==> config.mk <==
export PLATFORM = sky130hd
export DESIGN_NAME = gee_walk
export DESIGN_NICKNAME = d
export VERILOG_FILES = /design/src/sv/gee_pkg.sv /design/src/sv/gee_walk.sv
export SDC_FILE = /design/constraint.sdc
export NUM_CORES = 1
export LEC_CHECK = 0
export ABC_CLOCK_PERIOD_IN_PS = 6400
export BUFFER_PORTS_ARGS = -buffer_cell sky130_fd_sc_hd__buf_2
export CORE_MARGIN = 2
export CORE_UTILIZATION = 55
export CTS_CLUSTER_SIZE = 24
export DETAILED_ROUTE_END_ITERATION = 8
export MAX_ROUTING_LAYER = met4
export PLACE_DENSITY_LB_ADDON = 0.08
export SYNTH_ARGS = -nofsm -noshare
export SYNTH_HDL_FRONTEND = slang
export SYNTH_SLANG_ARGS = --single-unit
==> constraint.sdc <==
create_clock -name clk -period 6.4 [get_ports clk]
set_input_delay 1.28 -clock clk [delete_from_list [all_inputs] [get_ports clk]]
set_output_delay 1.28 -clock clk [all_outputs]
set_load 0.1 [all_outputs]
==> src/sv/gee_pkg.sv <==
// Shared types and constants for the graph eccentricity engine.
`timescale 1ns / 1ps

package gee_pkg;

	// Width of the vertex count register and of the vertex and distance fields.
	localparam int CNT_W   = 7;
	localparam int FIELD_W = 6;

	// Vertex count after reset.
	localparam logic [CNT_W-1:0] VCOUNT_RESET = 7'd64;

	// Command codes carried on the cmd port.
	typedef enum logic [1:0] {
		CMD_ADD_EDGE = 2'd0,
		CMD_RUN      = 2'd1,
		CMD_CLEAR    = 2'd2,
		CMD_NONE     = 2'd3
	} cmd_t;

	// Edge insertion request toward the adjacency store.
	typedef struct packed {
		logic               valid;
		logic [FIELD_W-1:0] row;
		logic [FIELD_W-1:0] col;
	} edge_req_t;

	// Row read request from the walk sequencer.
	typedef struct packed {
		logic               en;
		logic [FIELD_W-1:0] row;
	} rd_req_t;

	// One result beat.
	typedef struct packed {
		logic               valid;
		logic [FIELD_W-1:0] source_vertex;
		logic [FIELD_W-1:0] eccentricity;
		logic [FIELD_W-1:0] farthest_vertex;
		logic               farthest_valid;
		logic               last;
	} result_t;

endpackage

==> src/sv/gee_walk.sv <==
// Breadth-first walk sequencer that produces one eccentricity result per source.
`timescale 1ns / 1ps

module gee_walk import gee_pkg::*; #(
	parameter int MAX_VERTICES = 64
) (
	input  logic                    clk,
	input  logic                    arst_n,
	input  logic                    run_start,
	input  logic [CNT_W-1:0]        vertex_count,
	input  logic [MAX_VERTICES-1:0] row_data,
	output rd_req_t                 rd_req,
	output logic                    busy,
	output result_t                 res
);

	localparam int VW = $clog2(MAX_VERTICES);
	localparam int CW = $clog2(MAX_VERTICES + 1);
	localparam logic [MAX_VERTICES-1:0] ONE = {{(MAX_VERTICES-1){1'b0}}, 1'b1};

	typedef enum logic [1:0] {
		ST_IDLE = 2'b01,
		ST_WALK = 2'b10
	} state_t;

	state_t                  state_q;
	logic [VW-1:0]           src_q;
	logic [CW-1:0]           n_q;
	logic [MAX_VERTICES-1:0] vmask_q;
	logic [MAX_VERTICES-1:0] reached_q;
	logic [MAX_VERTICES-1:0] pend_q;
	logic [MAX_VERTICES-1:0] next_q;
	logic                    rd_pend_s1;
	logic [FIELD_W-1:0]      dist_q;
	logic [VW-1:0]           far_q;
	result_t                 res_q;

	logic [CW-1:0]           n_c;
	logic [MAX_VERTICES-1:0] vmask_c;
	logic [VW-1:0]           pick;
	logic [MAX_VERTICES-1:0] acc;
	logic [MAX_VERTICES-1:0] nxt;
	logic                    level_done;
	logic [CW-1:0]           src_plus;
	logic                    is_last;

	// Index of the lowest set bit.
	function automatic logic [VW-1:0] low_index(input logic [MAX_VERTICES-1:0] m);
		logic [VW-1:0] idx;
		idx = '0;
		for (int i = MAX_VERTICES - 1; i >= 0; i--) begin
			if (m[i]) begin
				idx = VW'(i);
			end
		end
		return idx;
	endfunction

	// Clamp the vertex count into range and build the mask of vertices in use.
	always_comb begin
		if (vertex_count == '0) begin
			n_c = CW'(1);
		end else if (vertex_count > CNT_W'(MAX_VERTICES)) begin
			n_c = CW'(MAX_VERTICES);
		end else begin
			n_c = CW'(vertex_count);
		end
		for (int i = 0; i < MAX_VERTICES; i++) begin
			vmask_c[i] = (CW'(i) < n_c);
		end
	end

	// Frontier scan, level accumulation and end of level detection.
	assign pick       = low_index(pend_q);
	assign acc        = next_q | (rd_pend_s1 ? row_data : '0);
	assign nxt        = next_q & vmask_q & ~reached_q;
	assign level_done = (state_q == ST_WALK) && (pend_q == '0) && !rd_pend_s1;
	assign src_plus   = CW'(src_q) + CW'(1);
	assign is_last    = (src_plus == n_q);

	assign rd_req.en  = (state_q == ST_WALK) && (pend_q != '0);
	assign rd_req.row = FIELD_W'(pick);
	assign busy       = (state_q != ST_IDLE);
	assign res        = res_q;

	// Walk datapath registers.
	always_ff @(posedge clk) begin
		unique case (state_q)
			ST_IDLE: begin
				if (run_start) begin
					n_q       <= n_c;
					vmask_q   <= vmask_c;
					src_q     <= '0;
					reached_q <= ONE;
					pend_q    <= ONE;
					next_q    <= '0;
					dist_q    <= '0;
					far_q     <= '0;
				end
			end
			ST_WALK: begin
				if (level_done) begin
					next_q <= '0;
					if (nxt == '0) begin
						// Start over from the next source.
						src_q     <= src_plus[VW-1:0];
						reached_q <= ONE << src_plus[VW-1:0];
						pend_q    <= ONE << src_plus[VW-1:0];
						dist_q    <= '0;
						far_q     <= '0;
					end else begin
						dist_q    <= dist_q + FIELD_W'(1);
						far_q     <= low_index(nxt);
						reached_q <= reached_q | nxt;
						pend_q    <= nxt;
					end
				end else begin
					next_q <= acc;
					if (pend_q != '0) begin
						pend_q <= pend_q & ~(ONE << pick);
					end
				end
			end
			default: begin
			end
		endcase
	end

	// Control: state, read tracking and the result beat.
	always_ff @(posedge clk or negedge arst_n) begin
		if (!arst_n) begin
			state_q    <= ST_IDLE;
			rd_pend_s1 <= 1'b0;
			res_q      <= '0;
		end else begin
			rd_pend_s1  <= rd_req.en;
			res_q.valid <= level_done && (nxt == '0);
			// The result payload is captured when a source finishes.
			if (level_done && (nxt == '0)) begin
				res_q.source_vertex   <= FIELD_W'(src_q);
				res_q.eccentricity    <= dist_q;
				res_q.farthest_vertex <= FIELD_W'(far_q);
				res_q.farthest_valid  <= (dist_q != '0);
				res_q.last            <= is_last;
			end
			unique case (state_q)
				ST_IDLE: begin
					if (run_start) begin
						state_q <= ST_WALK;
					end
				end
				ST_WALK: begin
					if (level_done && (nxt == '0) && is_last) begin
						state_q <= ST_IDLE;
					end
				end
				default: begin
					state_q <= ST_IDLE;
				end
			endcase
		end
	end

endmodule

==> impl_results.md <==
- Syn Inst Count: 1573
- Residual DRC count: 0
- CTS buffer count: 34
- Fraction of registers with async set/reset: 7.89%
- Crit path from: pend_q[9]
- GRT Total Usage: 33.1%
- # hold bufs at CTS: 0
- Ys flop type: edfxtp_1
- DRT antenna net count: 0
- CP most frequent cell: a31o_2
- Yosys synthesis warning count: 0
- Startpoint types: flip-flop
- Congestion Overflow GR: 0
- CP arrival: 3.74 ns
- NumNets Final: 1731
- Design area: 18100 sq um
- # resized after CTS: 0
- #FFs+latches synth: 304
- Cell variety after synth: 78
- R2R Path End: pend_q[39]
- Critical path cell sequence: nor4_1, o21ai_0, a31o_2, o41a_1, a31o_2, inv_1, buf_2
- Setup TNS: 0 ns
- Initial antenna violation count: 2
- Slowest stage delay, CP: 0.75 ns
- Initial Util: 56.2%
- Clock transition at path regs: 0.06 ns
- Worst R2R Setup Slack: 2.28 ns
- Drt wl/cell: 24.4 um
- RD Place Congestion: 0.966
- H-tree depth: 2
- Initial DRC Count: 1617
- I/O pins: 103
- Pleak: 6.42 nW
- Fmax: 199 MHz
- Crit path to: rd_req[1]
- Port bufs: 102
- Clk_skew: 0.0269 ns
- Die Height: 176 um
- Final WL: 50.2 mm
- Placed cell areas: 17000 sq um
- Critical path fanouts, max: 31
- Pins over their slew limit: 0
- Slew HR: 26.9%
- Endpoints failing setup: 0
- Setup crit end kind: primary output
- RSZ-0062 raised after global routing: no
- Core area: 28900 sq um
- Netlist Area Pre-Place: 16200 sq um
- Largest net degree at the start of global routing: 77
- Die ar.: 30900 sq um
- Final hold vios: 0
- Maxcap violations: 0
- CTS tree: yes
- Via count: 13600
- Share of post-route cells with drive strength above 1: 12.2%
- Reg2reg start: next_q[55]
- Post-synth net total: 1656
- Via density: 6.63
- Worst Tran Pin Value: 1.10 ns
- Die W: 176 um
- Worst hold slack: 0.457 ns
- CTS Root Cell: clkbuf_16
- Sequential area share after synthesis: 55.6%
- Crit path kind: reg -> out
- Run status: completed
- Period utilisation layout: 78.4%
- R2R depth: 8
- EDFF count, synth: 280
- Vias in the first global route: 12600
- Crit-path slowest cell: inv_1
- Min Tclk post-route: 5.02 ns
- Post-CTS setup buffers: 0
- Post-route setup slack: 1.38 ns
- Pwr dens: 362 nW/um^2
- Clk Latency, worst-skew pair: 0.53 ns
- First-pass GRT wire length: 75.5 mm
- First-pass DRT Iterations: 7
- Worst Hold Class: reg -> reg
- CTS Buffer Depth: 3
- Worst slack at placement: 1.97 ns
- Max IR drop VDD: 0.454 mV
- Syn Area/Cell: 10.3 sq um
- Synth-to-layout area growth: 11.6%
- Clock sinks: 304
- Post-DP HPWL: 36.1 mm
- Rows: 62
- Critical Path RT: 5.12 ns
==> critical path: cells and delay by family, from the launching register on <==
kind | cells | cell delay [ns]
buf+inv | 2 | 1.32
compound gates | 4 | 1.02
flops | 1 | 0.49
simple gates | 1 | 0.39
==> final cells by class <==
cell class              instances  area [sq um]
clock buffers                  43           916
well taps                     384           480
multi-input cells            1149          6750
fillers                      2469         10800
clock inverters                16           168
flip-flops and latches        304          9010
diodes                          2          5.00
repair buffers                116           616
inverters                      43           161
==> cell usage after synthesis (all sizes together), types with 36 or more instances <==
cell type	count	area, sq um
a21oi	228	1140
and3b	36	315
clkbuf	52	195
edfxtp	280	8410
inv	42	158
nand2	157	599
nand3b	39	293
nor2	141	537
nor3	39	206
o21ai	102	510
o22ai	76	538
==> per-layer routing <==
metal / global-route usage [%] / part of all wire (%) / wire [um]
met1: 45.9 / 42 / 21200
met2: 51.1 / 47 / 23400
met3: 4.31 / 8.2 / 4110
met4: 10.4 / 3.0 / 1490
met5: - / 0 / 0
==> cell usage in the layout, fill, tap and decap left out, drive strengths merged, types with 4 or more instances in the layout <==
cell type	instances
xor2	10
clkbuf	43
a21oi	228
and3	10
and2	27
edfxtp	280
dfrtp	23
nor4	31
nand2b	11
and4	5
buf	116
a31o	9
a21o	8
o311ai	31
or4	10
o31ai	13
o21ai	102
a31oi	5
a2111oi	4
nand3b	39
inv	42
o211ai	21
xnor2	4
a211oi	6
ha	9
o21bai	13
nand3	20
a21boi	12
clkinv	14
nor3	39
or3	5
nor2	141
nand2	157
o21a	5
o2111ai	7
and3b	36
nand4	13
o22ai	76
nor2b	14
==> stage by stage <==
step / power, W / std cells / util [%]
floorplan: 0.00402 / 1573 / -
global placement: 0.00465 / 1996 / 59.0
CTS: 0.00655 / 2055 / 62.7
detailed placement: 0.00464 / 1996 / 59.0
finish: 0.00656 / 2057 / 62.7
global route: 0.00681 / 2057 / 62.7
==> worst min-delay path by stage <==
stage,slack (ns),cells past startpoint,endpoint,startpoint
2_1_floorplan,0.42,2,res[2],far_q[0]
3_3_place_gp,0.43,2,res[5],far_q[3]
3_5_place_dp,0.44,2,res[5],far_q[3]
4_1_cts,0.45,2,res[5],far_q[3]
5_1_grt,0.49,2,res[16],res[16]
6_report,0.46,2,res[6],res[6]
==> where the power goes <==
| part | total, W | switching, W | internal (W) |
|---|---|---|---|
| registers | 0.00240 | 0.000136 | 0.00227 |
| clock network | 0.00191 | 0.000779 | 0.00114 |
| logic | 0.00225 | 0.00176 | 0.000488 |
==> flip-flops by register name, indices dropped and copies added (netlist names) <==
name        count
rd_pend_s1      1
state_q         2
res            21
src_q           6
far_q           6
vmask_q        63
next_q         64
n_q             7
reached_q      64
pend_q         64
dist_q          6
==> cells by family (layout without fill, tap and decap cells) <==
group | Yosys count | count (layout) | synth area share (%)
other | 1 | 3 | 0.0231
AND/OR/NAND/NOR | 567 | 567 | 18.8
flip-flops | 304 | 304 | 55.6
XOR/XNOR | 14 | 14 | 0.756
AO/OA/AOI/OAI | 558 | 558 | 21.1
buffers and inverters | 120 | 218 | 3.06
adder cells (fa/ha/maj) | 9 | 9 | 0.694
Power figures use the tool's default switching activity.
